$ cat src/rtl/srsp_pkg.sv
`default_nettype none
package srsp_pkg;

	typedef enum logic [4:0] {
		PH_HEADER,
		PH_PRE,
		PH_LEN_A,
		PH_LEN_B,
		PH_SKIP,
		PH_MAIN,
		PH_EXP,
		PH_AFTER_EXP,
		PH_KEY,
		PH_VAL,
		PH_STOP
	} phase_t;

	typedef enum logic [1:0] {
		DEC_WAIT,
		DEC_DONE,
		DEC_PAIR,
		DEC_BAD
	} dec_res_t;

	typedef struct packed {
		dec_res_t    res;
		logic [31:0] v;
		logic [31:0] lacc;
		logic [2:0]  lbl;
	} dec_t;

	typedef struct packed {
		logic [2:0]  kind;
		logic [63:0] payload;
		logic        last_byte;
		logic [2:0]  status;
	} res_t;

	localparam logic [2:0] KIND_NONE      = 3'd0;
	localparam logic [2:0] KIND_KEY_START = 3'd1;
	localparam logic [2:0] KIND_KEY_BYTE  = 3'd2;
	localparam logic [2:0] KIND_VAL_START = 3'd3;
	localparam logic [2:0] KIND_VAL_BYTE  = 3'd4;
	localparam logic [2:0] KIND_EXPIRY    = 3'd5;
	localparam logic [2:0] KIND_END       = 3'd6;

	localparam logic [2:0] ST_RUN      = 3'd0;
	localparam logic [2:0] ST_DONE     = 3'd1;
	localparam logic [2:0] ST_BAD_HDR  = 3'd2;
	localparam logic [2:0] ST_NO_SEL   = 3'd3;
	localparam logic [2:0] ST_BAD_TYPE = 3'd4;
	localparam logic [2:0] ST_BAD_ENC  = 3'd5;

	localparam logic [2:0] CTX_AUXK = 3'd0;
	localparam logic [2:0] CTX_AUXV = 3'd1;
	localparam logic [2:0] CTX_DB   = 3'd2;
	localparam logic [2:0] CTX_RS1  = 3'd3;
	localparam logic [2:0] CTX_RS2  = 3'd4;
	localparam logic [2:0] CTX_KEY  = 3'd5;
	localparam logic [2:0] CTX_VAL  = 3'd6;

	localparam logic [7:0] OP_STRING  = 8'h00;
	localparam logic [7:0] OP_AUX     = 8'hFA;
	localparam logic [7:0] OP_RESIZE  = 8'hFB;
	localparam logic [7:0] OP_EXP_MS  = 8'hFC;
	localparam logic [7:0] OP_EXP_SEC = 8'hFD;
	localparam logic [7:0] OP_SELDB   = 8'hFE;
	localparam logic [7:0] OP_EOF     = 8'hFF;

	localparam logic [1:0] LEN_6BIT  = 2'b00;
	localparam logic [1:0] LEN_14BIT = 2'b01;
	localparam logic [1:0] LEN_32BIT = 2'b10;
	localparam logic [1:0] LEN_SPEC  = 2'b11;

	localparam logic [5:0] SPEC_LEN1 = 6'd0;
	localparam logic [5:0] SPEC_LEN2 = 6'd1;
	localparam logic [5:0] SPEC_LEN4 = 6'd2;
	localparam logic [5:0] SPEC_PAIR = 6'd3;

	localparam logic [2:0] LBL_LONG  = 3'd4;
	localparam logic [2:0] LBL_SHORT = 3'd5;

	localparam logic [3:0] TAG_LEN = 4'd5;
	localparam logic [3:0] EXP_SEC_BYTES = 4'd4;
	localparam logic [3:0] EXP_MS_BYTES  = 4'd8;
	localparam logic [9:0] MS_PER_SEC = 10'd1000;

	function automatic logic [7:0] tag_byte(input logic [2:0] idx);
		logic [7:0] t;
		unique case (idx)
			3'd0: t = 8'h52;
			3'd1: t = 8'h45;
			3'd2: t = 8'h44;
			3'd3: t = 8'h49;
			3'd4: t = 8'h53;
			default: t = 8'h00;
		endcase
		return t;
	endfunction

	function automatic dec_t decode_len(input logic [2:0] lbl, input logic [31:0] lacc,
			input logic [7:0] b);
		dec_t d;
		d.res  = DEC_WAIT;
		d.v    = '0;
		d.lacc = lacc;
		d.lbl  = lbl;
		if (lbl == 3'd0) begin
			unique case (b[7:6])
				LEN_6BIT: begin
					d.v   = {26'd0, b[5:0]};
					d.res = DEC_DONE;
				end
				LEN_14BIT: begin
					d.lacc = {26'd0, b[5:0]};
					d.lbl  = LBL_SHORT;
				end
				LEN_32BIT: begin
					d.lacc = '0;
					d.lbl  = LBL_LONG;
				end
				LEN_SPEC: begin
					unique case (b[5:0])
						SPEC_LEN1: begin
							d.v   = 32'd1;
							d.res = DEC_DONE;
						end
						SPEC_LEN2: begin
							d.v   = 32'd2;
							d.res = DEC_DONE;
						end
						SPEC_LEN4: begin
							d.v   = 32'd4;
							d.res = DEC_DONE;
						end
						SPEC_PAIR: d.res = DEC_PAIR;
						default:   d.res = DEC_BAD;
					endcase
				end
				default: d.res = DEC_BAD;
			endcase
		end else if (lbl >= LBL_SHORT) begin
			d.v   = {18'd0, lacc[5:0], b};
			d.lbl = 3'd0;
			d.res = DEC_DONE;
		end else begin
			d.lacc = {b, lacc[31:8]};
			d.lbl  = lbl - 3'd1;
			if (d.lbl == 3'd0) begin
				d.v   = d.lacc;
				d.res = DEC_DONE;
			end
		end
		return d;
	endfunction

endpackage
`default_nettype wire

$ cat src/rtl/srsp_step.sv
`default_nettype none
module srsp_step #(
	parameter int unsigned HEADER_LENGTH = 9
) (
	input  wire logic         clk,
	input  wire logic         arst_n,
	input  wire logic         step_en,
	input  wire logic [7:0]   in_byte,
	input  wire logic         start_of_file,
	output srsp_pkg::res_t    res
);
	import srsp_pkg::*;

	phase_t      phase_q, cur_phase, nxt_phase;
	logic [3:0]  hc_q, cur_hc, nxt_hc;
	logic [31:0] lacc_q, cur_lacc, nxt_lacc;
	logic [2:0]  lbl_q, cur_lbl, nxt_lbl;
	logic [31:0] slb_q, cur_slb, nxt_slb;
	logic [63:0] eacc_q, cur_eacc, nxt_eacc;
	logic [3:0]  ebl_q, cur_ebl, nxt_ebl;
	logic [2:0]  ctx_q, cur_ctx, nxt_ctx;
	logic        slp_q, cur_slp, nxt_slp;
	logic        eis_q, cur_eis, nxt_eis;

	dec_t        dec;
	logic        do_fin;
	logic [31:0] fin_v;
	logic        do_start;
	logic [2:0]  eidx;
	logic [63:0] eacc_new;
	logic [41:0] ms_sec;
	logic [3:0]  hc_inc;
	logic [31:0] slb_dec;
	logic [3:0]  ebl_dec;

	assign cur_phase = start_of_file ? PH_HEADER : phase_q;
	assign cur_hc    = start_of_file ? 4'd0 : hc_q;
	assign cur_lacc  = start_of_file ? 32'd0 : lacc_q;
	assign cur_lbl   = start_of_file ? 3'd0 : lbl_q;
	assign cur_slb   = start_of_file ? 32'd0 : slb_q;
	assign cur_eacc  = start_of_file ? 64'd0 : eacc_q;
	assign cur_ebl   = start_of_file ? 4'd0 : ebl_q;
	assign cur_ctx   = start_of_file ? CTX_AUXK : ctx_q;
	assign cur_slp   = start_of_file ? 1'b0 : slp_q;
	assign cur_eis   = start_of_file ? 1'b0 : eis_q;

	assign dec     = decode_len(cur_lbl, cur_lacc, in_byte);
	assign hc_inc  = cur_hc + 4'd1;
	assign slb_dec = cur_slb - 32'd1;
	assign ebl_dec = cur_ebl - 4'd1;
	assign eidx    = 3'((cur_eis ? EXP_SEC_BYTES : EXP_MS_BYTES) - cur_ebl);
	assign ms_sec  = 42'(eacc_new[31:0]) * 42'(MS_PER_SEC);

	always_comb begin
		eacc_new = cur_eacc;
		for (int i = 0; i < 8; i++) begin
			if (eidx == 3'(i)) begin
				eacc_new[i*8 +: 8] = cur_eacc[i*8 +: 8] | in_byte;
			end
		end
	end

	always_comb begin
		nxt_phase = cur_phase;
		nxt_hc    = cur_hc;
		nxt_lacc  = cur_lacc;
		nxt_lbl   = cur_lbl;
		nxt_slb   = cur_slb;
		nxt_eacc  = cur_eacc;
		nxt_ebl   = cur_ebl;
		nxt_ctx   = cur_ctx;
		nxt_slp   = cur_slp;
		nxt_eis   = cur_eis;
		do_fin    = 1'b0;
		fin_v     = '0;
		do_start  = 1'b0;
		res.kind      = KIND_NONE;
		res.payload   = '0;
		res.last_byte = 1'b0;
		res.status    = ST_RUN;

		unique case (cur_phase)
			PH_HEADER: begin
				if (cur_hc < TAG_LEN && in_byte != tag_byte(cur_hc[2:0])) begin
					nxt_phase  = PH_STOP;
					nxt_ctx    = ST_BAD_HDR;
					res.status = ST_BAD_HDR;
				end else begin
					nxt_hc = hc_inc;
					if (hc_inc >= 4'(HEADER_LENGTH)) begin
						nxt_phase = PH_PRE;
					end
				end
			end
			PH_PRE: begin
				if (in_byte == OP_AUX) begin
					nxt_ctx  = CTX_AUXK;
					do_start = 1'b1;
				end else if (in_byte == OP_SELDB) begin
					nxt_ctx  = CTX_DB;
					do_start = 1'b1;
				end else begin
					nxt_phase  = PH_STOP;
					nxt_ctx    = ST_NO_SEL;
					res.status = ST_NO_SEL;
				end
			end
			PH_LEN_A: begin
				nxt_lacc = dec.lacc;
				nxt_lbl  = dec.lbl;
				unique case (dec.res)
					DEC_BAD: begin
						nxt_phase  = PH_STOP;
						nxt_ctx    = ST_BAD_ENC;
						res.status = ST_BAD_ENC;
					end
					DEC_PAIR: begin
						if (cur_slp) begin
							nxt_phase  = PH_STOP;
							nxt_ctx    = ST_BAD_ENC;
							res.status = ST_BAD_ENC;
						end else begin
							nxt_slp = 1'b1;
						end
					end
					DEC_DONE: begin
						if (cur_slp) begin
							nxt_slb   = dec.v;
							nxt_slp   = 1'b0;
							nxt_lbl   = 3'd0;
							nxt_lacc  = '0;
							nxt_phase = PH_LEN_B;
						end else begin
							do_fin = 1'b1;
							fin_v  = dec.v;
						end
					end
					default: ;
				endcase
			end
			PH_LEN_B: begin
				nxt_lacc = dec.lacc;
				nxt_lbl  = dec.lbl;
				if (dec.res == DEC_BAD || dec.res == DEC_PAIR) begin
					nxt_phase  = PH_STOP;
					nxt_ctx    = ST_BAD_ENC;
					res.status = ST_BAD_ENC;
				end else if (dec.res == DEC_DONE) begin
					do_fin = 1'b1;
					fin_v  = cur_slb;
				end
			end
			PH_SKIP: begin
				nxt_slb = slb_dec;
				if (slb_dec == 32'd0) begin
					if (cur_ctx == CTX_AUXK) begin
						nxt_ctx  = CTX_AUXV;
						do_start = 1'b1;
					end else begin
						nxt_phase = PH_PRE;
					end
				end
			end
			PH_MAIN: begin
				if (in_byte == OP_EOF) begin
					res.kind   = KIND_END;
					res.status = ST_DONE;
					nxt_phase  = PH_STOP;
					nxt_ctx    = ST_DONE;
				end else if (in_byte == OP_RESIZE) begin
					nxt_ctx  = CTX_RS1;
					do_start = 1'b1;
				end else if (in_byte == OP_EXP_MS || in_byte == OP_EXP_SEC) begin
					nxt_eis   = (in_byte == OP_EXP_SEC);
					nxt_ebl   = (in_byte == OP_EXP_SEC) ? EXP_SEC_BYTES : EXP_MS_BYTES;
					nxt_eacc  = '0;
					nxt_phase = PH_EXP;
				end else if (in_byte == OP_STRING) begin
					nxt_ctx  = CTX_KEY;
					do_start = 1'b1;
				end else begin
					nxt_phase  = PH_STOP;
					nxt_ctx    = ST_BAD_TYPE;
					res.status = ST_BAD_TYPE;
				end
			end
			PH_EXP: begin
				nxt_eacc = eacc_new;
				nxt_ebl  = ebl_dec;
				if (ebl_dec == 4'd0) begin
					res.kind    = KIND_EXPIRY;
					res.payload = cur_eis ? 64'(ms_sec) : eacc_new;
					nxt_phase   = PH_AFTER_EXP;
				end
			end
			PH_AFTER_EXP: begin
				if (in_byte == OP_STRING) begin
					nxt_ctx  = CTX_KEY;
					do_start = 1'b1;
				end else begin
					nxt_phase  = PH_STOP;
					nxt_ctx    = ST_BAD_TYPE;
					res.status = ST_BAD_TYPE;
				end
			end
			PH_KEY, PH_VAL: begin
				res.kind    = (cur_phase == PH_KEY) ? KIND_KEY_BYTE : KIND_VAL_BYTE;
				res.payload = {56'd0, in_byte};
				nxt_slb     = slb_dec;
				if (slb_dec == 32'd0) begin
					res.last_byte = 1'b1;
					if (cur_phase == PH_KEY) begin
						nxt_ctx  = CTX_VAL;
						do_start = 1'b1;
					end else begin
						nxt_phase = PH_MAIN;
					end
				end
			end
			PH_STOP: begin
				res.status = cur_ctx;
			end
			default: begin
				nxt_phase = PH_HEADER;
				nxt_hc    = '0;
				nxt_lacc  = '0;
				nxt_lbl   = '0;
				nxt_slb   = '0;
				nxt_eacc  = '0;
				nxt_ebl   = '0;
				nxt_ctx   = CTX_AUXK;
				nxt_slp   = 1'b0;
				nxt_eis   = 1'b0;
			end
		endcase

		if (do_fin) begin
			unique case (cur_ctx)
				CTX_AUXK: begin
					nxt_slb = fin_v;
					if (fin_v == 32'd0) begin
						nxt_ctx  = CTX_AUXV;
						do_start = 1'b1;
					end else begin
						nxt_phase = PH_SKIP;
					end
				end
				CTX_AUXV: begin
					nxt_slb   = fin_v;
					nxt_phase = (fin_v == 32'd0) ? PH_PRE : PH_SKIP;
				end
				CTX_RS1: begin
					nxt_ctx  = CTX_RS2;
					do_start = 1'b1;
				end
				CTX_KEY: begin
					res.kind      = KIND_KEY_START;
					res.payload   = {32'd0, fin_v};
					res.last_byte = (fin_v == 32'd0);
					nxt_slb       = fin_v;
					if (fin_v == 32'd0) begin
						nxt_ctx  = CTX_VAL;
						do_start = 1'b1;
					end else begin
						nxt_phase = PH_KEY;
					end
				end
				CTX_VAL: begin
					res.kind      = KIND_VAL_START;
					res.payload   = {32'd0, fin_v};
					res.last_byte = (fin_v == 32'd0);
					nxt_slb       = fin_v;
					nxt_phase     = (fin_v == 32'd0) ? PH_MAIN : PH_VAL;
				end
				default: nxt_phase = PH_MAIN;
			endcase
		end

		if (do_start) begin
			nxt_phase = PH_LEN_A;
			nxt_lbl   = 3'd0;
			nxt_lacc  = '0;
			nxt_slp   = 1'b0;
		end
	end

	always_ff @(posedge clk or negedge arst_n) begin
		if (!arst_n) begin
			phase_q <= PH_HEADER;
			hc_q    <= '0;
			lacc_q  <= '0;
			lbl_q   <= '0;
			slb_q   <= '0;
			eacc_q  <= '0;
			ebl_q   <= '0;
			ctx_q   <= CTX_AUXK;
			slp_q   <= 1'b0;
			eis_q   <= 1'b0;
		end else if (step_en) begin
			phase_q <= nxt_phase;
			hc_q    <= nxt_hc;
			lacc_q  <= nxt_lacc;
			lbl_q   <= nxt_lbl;
			slb_q   <= nxt_slb;
			eacc_q  <= nxt_eacc;
			ebl_q   <= nxt_ebl;
			ctx_q   <= nxt_ctx;
			slp_q   <= nxt_slp;
			eis_q   <= nxt_eis;
		end
	end

endmodule
`default_nettype wire

$ cat src/rtl/snapshot_record_stream_parser.sv
// A taken word is held in the input register; its result word is registered for out_valid.
// Throughput: one input word per cycle while out_stall is low; one result per input word.
// The rate is set by the combinational parser step between the input and result registers.
// Reset (arst_n low) clears both stages and returns the parser to the header phase.
// start_of_file high on a word restarts parsing with that word as header byte 0.
`default_nettype none
module snapshot_record_stream_parser #(
	parameter int unsigned HEADER_LENGTH = 9
) (
	input  wire logic        clk,
	input  wire logic        arst_n,
	input  wire logic        in_valid,
	output logic             in_stall,
	input  wire logic [7:0]  in_byte,
	input  wire logic        start_of_file,
	output logic             out_valid,
	input  wire logic        out_stall,
	output logic [2:0]       kind,
	output logic [63:0]      payload,
	output logic             last_byte,
	output logic [2:0]       status
);
	import srsp_pkg::*;

	logic       valid_s1;
	logic [7:0] byte_s1;
	logic       sof_s1;
	logic       adv;
	logic       in_take;
	res_t       step_res;
	res_t       res_s2;

	assign adv      = valid_s1 && (!out_valid || !out_stall);
	assign in_stall = valid_s1 && !adv;
	assign in_take  = in_valid && !in_stall;

	always_ff @(posedge clk or negedge arst_n) begin
		if (!arst_n) begin
			valid_s1 <= 1'b0;
		end else begin
			valid_s1 <= in_take || (valid_s1 && !adv);
		end
	end

	always_ff @(posedge clk) begin
		if (in_take) begin
			byte_s1 <= in_byte;
			sof_s1  <= start_of_file;
		end
	end

	srsp_step #(
		.HEADER_LENGTH(HEADER_LENGTH)
	) u_step (
		.clk(clk),
		.arst_n(arst_n),
		.step_en(adv),
		.in_byte(byte_s1),
		.start_of_file(sof_s1),
		.res(step_res)
	);

	always_ff @(posedge clk or negedge arst_n) begin
		if (!arst_n) begin
			out_valid <= 1'b0;
		end else begin
			out_valid <= adv || (out_valid && out_stall);
		end
	end

	always_ff @(posedge clk) begin
		if (adv) begin
			res_s2 <= step_res;
		end
	end

	assign kind      = res_s2.kind;
	assign payload   = res_s2.payload;
	assign last_byte = res_s2.last_byte;
	assign status    = res_s2.status;

	a_hold_s1: assert property (@(posedge clk) disable iff (!arst_n)
		valid_s1 && !adv |=> valid_s1 && $stable(byte_s1) && $stable(sof_s1))
		else $error("input stage lost a held word");

	a_adv_out: assert property (@(posedge clk) disable iff (!arst_n)
		adv |=> out_valid)
		else $error("step result not presented");

	a_last_kind: assert property (@(posedge clk) disable iff (!arst_n)
		out_valid && last_byte |-> kind == KIND_KEY_START || kind == KIND_KEY_BYTE ||
			kind == KIND_VAL_START || kind == KIND_VAL_BYTE)
		else $error("last_byte on a word that is no string word");

	a_stop_kind: assert property (@(posedge clk) disable iff (!arst_n)
		out_valid && status != ST_RUN |-> kind == KIND_NONE || kind == KIND_END)
		else $error("data word with a terminal status");

endmodule
`default_nettype wire
$ cat config.mk
export PLATFORM = sky130hd
export DESIGN_NAME = snapshot_record_stream_parser
export DESIGN_NICKNAME = d
export VERILOG_FILES = /design/src/rtl/srsp_pkg.sv /design/src/rtl/srsp_step.sv /design/src/rtl/snapshot_record_stream_parser.sv
export SDC_FILE = /design/constraint.sdc
export NUM_CORES = 1
export LEC_CHECK = 0
export ABC_CLOCK_PERIOD_IN_PS = 8300
export BUFFER_PORTS_ARGS = -buffer_cell sky130_fd_sc_hd__buf_4
export CAP_MARGIN = 20
export CORE_UTILIZATION = 45
export DETAILED_ROUTE_END_ITERATION = 10
export GPL_TIMING_DRIVEN = 0
export PLACE_DENSITY_LB_ADDON = 0.05
export SLEW_MARGIN = 20
export SYNTH_ARGS = -nofsm -noshare
export SYNTH_HDL_FRONTEND = slang
export SYNTH_SLANG_ARGS = --single-unit
$ cat constraint.sdc
create_clock -name clk -period 8.3 [get_ports clk]
set_input_delay 1.66 -clock clk [delete_from_list [all_inputs] [get_ports clk]]
set_output_delay 1.66 -clock clk [all_outputs]
set_load 0.005 [all_outputs]
==> flow_summary.json <==
{
  "fmax_ghz": 0.1238,
  "setup_viol": 0,
  "coreArea_um2": 43170,
  "outcome": "finished, final reports clean",
  "ant_nets": 0,
  "synthesis.area_um2": 19730,
  "ir_drop_mv": 0.1896,
  "portBuffers": 85,
  "grt_pass1_vias": 18410,
  "fin_crit_sh_pct": 97.36,
  "crit_path_start": "sof_s1",
  "crit_arrival_ns": 8.54,
  "max_stage_delay_ns": 0.61,
  "fin_tns_setup_ns": 0,
  "r2r_slack_ns": 0.22,
  "hold_depth": 2,
  "dp_hpwl_mm": 61.98,
  "path_class": "reg2reg",
  "synth_cells": 2285,
  "cts_tree": "built",
  "grt_overflow": 0,
  "area_delta_synth_final_pct": 13.91,
  "first_pass_iters": 8,
  "diodes": 0,
  "ys_ff_latch": 229,
  "grt_usage_pct": 36.84,
  "grt_max_degree": 79,
  "async_reset_ff_share_pct": 65.07,
  "r2r_start": "sof_s1",
  "worstPathMaxFanout": 19,
  "clk_latency_ns": 0.59,
  "finalNetCount": 2611,
  "yosys_warnings": 0,
  "tightestPinTransition_ns": 1.319,
  "path_clk_slew_ns": 0.06,
  "finClkSkew_ns": 0.02712,
  "wl_per_cell_um": 27.30,
  "endpoint_kind": "register",
  "max-slew-margin-rel_pct": 12.05,
  "whs_endpoint": "u_step.eacc_q[31]",
  "gp_congestion": 1.014,
  "yosys_most_used_dff": "dfrtp_1",
  "cts_sinks": 229,
  "drv_cap": 0,
  "syn_area_per_cell_um2": 8.633,
  "r2r_cells": 26,
  "ys_seq_area_share_pct": 31.08,
  "boundaryPins": 86,
  "htree_levels": 1,
  "critPathBufInv": 11,
  "drive_above_1_share_pct": 10.71,
  "rows": 76,
  "reg2reg_to": "u_step.phase_q[1]",
  "drc": 0,
  "die_x_um": 211.4,
  "antenna_found_initial": 0,
  "cp.required_ns": 8.76,
  "hold_class": "reg2reg",
  "hold_start": "u_step.eacc_q[31]",
  "clk_path_buf_depth": 3,
  "power.density_nw_per_um2": 223.8,
  "cts_root_buffer": "clkbuf_16",
  "fin_crit_ns": 8.081,
  "yosysUniqueCellTypes": 94,
  "synth_edf_count": 80,
  "syn-num-nets": 2481,
  "startpoint_type": "register",
  "nFillCells": 4158,
  "cp_slowest_cell": "a2111oi_4",
  "wirelength_mm": 82.51,
  "leakagePower_nw": 9.366,
  "die_height_um": 211.4,
  "grt_pass1_wl_mm": 121.0,
  "drt-initial-drc-count": 2427,
  "vias_per_cell": 6.456,
  "cts_buffers": 28,
  "slew_violations": 0,
  "start_util_pct": 45.69,
  "crit_top_cell": "ha_1",
  "power_mw": 5.028,
  "path_delay_family": "buffers and inverters",
  "dieArea_um2": 44680,
  "via_count": 19510,
  "finalHoldViolations": 0
}
==> timing repair <==
| item | 4_1_cts | 5_1_grt |
|---|---|---|
| pin swaps | 5 | 2 |
| hold buffers | 0 | 0 |
| setup endpoints to repair | 118 | 31 |
| buffers inserted | 5 | 2 |
| gates resized for setup | 30 | 15 |
| endpoints found under the hold margin | 0 | 0 |
==> tightest hold or removal path, stage by stage, from the launching register on <==
cell and delay, ns:
dfrtp_1 0.34, nand2_1 0.05, o21ai_0 0.06
==> worst max path at each step <==
stage | cells after the start | to
after floorplan | 27 | payload[35]
after global placement | 26 | u_step.phase_q[1]
after detailed placement | 26 | u_step.phase_q[1]
after CTS | 27 | payload[35]
after global routing | 27 | payload[35]
final | 26 | u_step.phase_q[1]
==> logic make-up after synthesis <==
family | after synthesis | share of synthesized area, %
fa+ha+maj | 198 | 16.06
compound gates | 729 | 24.63
simple gates | 714 | 17.63
flops | 229 | 31.08
mux | 8 | 0.4123
xor+xnor | 86 | 3.818
buf+inv | 321 | 6.368
==> power breakdown <==
group	internal, mW	leakage (nW)	switching [mW]	total, mW
Combinational	0.770	6.03	1.50	2.27
Clock	0.815	0.491	0.551	1.37
Sequential	1.28	2.84	0.112	1.39
==> sequential cells by signal (all words and copies together) (netlist names) <==
register,flops
byte_s1,8
u_step.lbl_q,3
u_step.hc_q,4
u_step.lacc_q,30
status,3
last_byte,1
valid_s1,1
out_valid,1
u_step.ctx_q,3
u_step.eacc_q,64
u_step.eis_q,1
u_step.phase_q,5
u_step.slb_q,32
kind,3
u_step.slp_q,1
u_step.ebl_q,4
payload,64
sof_s1,1
==> metal layers <==
| metal | wire length, um | up-vias | GRT usage (%) |
|---|---|---|---|
| met5 | 0 | - | 0 |
| met4 | 3961 | 0 | 15.57 |
| met3 | 8517 | 217 | 8.278 |
| met2 | 35450 | 1118 | 55.41 |
| met1 | 34590 | 9625 | 50.84 |
| li1 | - | 8551 | - |
==> placed cells by master, fill, tap and decap left out, drive strengths merged, types with 25 or more instances in the layout <==
cell type	instances
a22oi	97
o22ai	34
nor4	34
ha	86
a22o	42
fa	97
a21oi	141
a21o	33
edfxtp	80
inv	150
nor3	44
o21ai	191
nand2	190
or2	28
nand2b	25
nor2	225
nand3	45
buf	135
xnor2	63
dfrtp	149
nand4	29
clkbuf	171
==> synthesized netlist by cell type, types with 11 or more instances <==
master,count,area (um2)
fa_1,97,1942
ha_1,86,1076
or2_2,28,175.2
a22o_1,42,367.9
xor2_1,23,201.4
a22oi_1,97,728.2
a31oi_1,17,106.4
o21ai_0,187,935.9
a21oi_1,141,705.7
inv_1,149,559.3
nor3_1,43,215.2
o31ai_1,17,127.6
dfrtp_1,149,3729
a221oi_1,18,157.7
maj3_1,15,150.1
nor4_1,29,181.4
o211ai_1,11,82.58
o22ai_1,34,212.7
and2_1,14,87.58
a211oi_1,22,165.2
nand2_1,190,713.2
nor2_1,223,837.1
buf_1,19,71.32
edfxtp_1,80,2402
nor2b_1,20,125.1
clkbuf_1,136,510.5
nand3_1,43,215.2
o221ai_1,15,131.4
buf_2,11,55.05
nand4_1,29,181.4
a21o_1,33,247.7
nand2b_1,25,156.4
xnor2_1,63,551.8
==> layout make-up <==
type / instances / area, um2 / share of cell area, %
Buffer: 170 / 723.2 / 3.218
Clock buffer: 35 / 768.2 / 3.419
Clock inverter: 17 / 232.7 / 1.036
Inverter: 150 / 566.8 / 2.522
Multi-Input combinational cell: 1735 / 12490 / 55.58
Sequential cell: 229 / 6131 / 27.28
Tap cell: 585 / 732.0 / 3.257
Timing Repair Buffer: 101 / 828.3 / 3.686
==> stage by stage <==
stage / area, um2 / hold slack, ns / instances / utilization, % / worst slack, ns
2_1_floorplan: 19730 / 0.4499 / 2285 / - / 1.166
3_3_place_gp: 21100 / 0.4623 / 2955 / 48.87 / -1.946
3_5_place_dp: 21260 / 0.4704 / 2963 / 49.25 / -1.859
4_1_cts: 22390 / 0.4849 / 3019 / 51.87 / 0.1394
5_1_grt: 22470 / 0.5022 / 3022 / 52.05 / -0.01772
6_report: 22470 / 0.4844 / 3022 / 52.05 / 0.2192
Note: power is estimated with default switching activity, not from simulation.
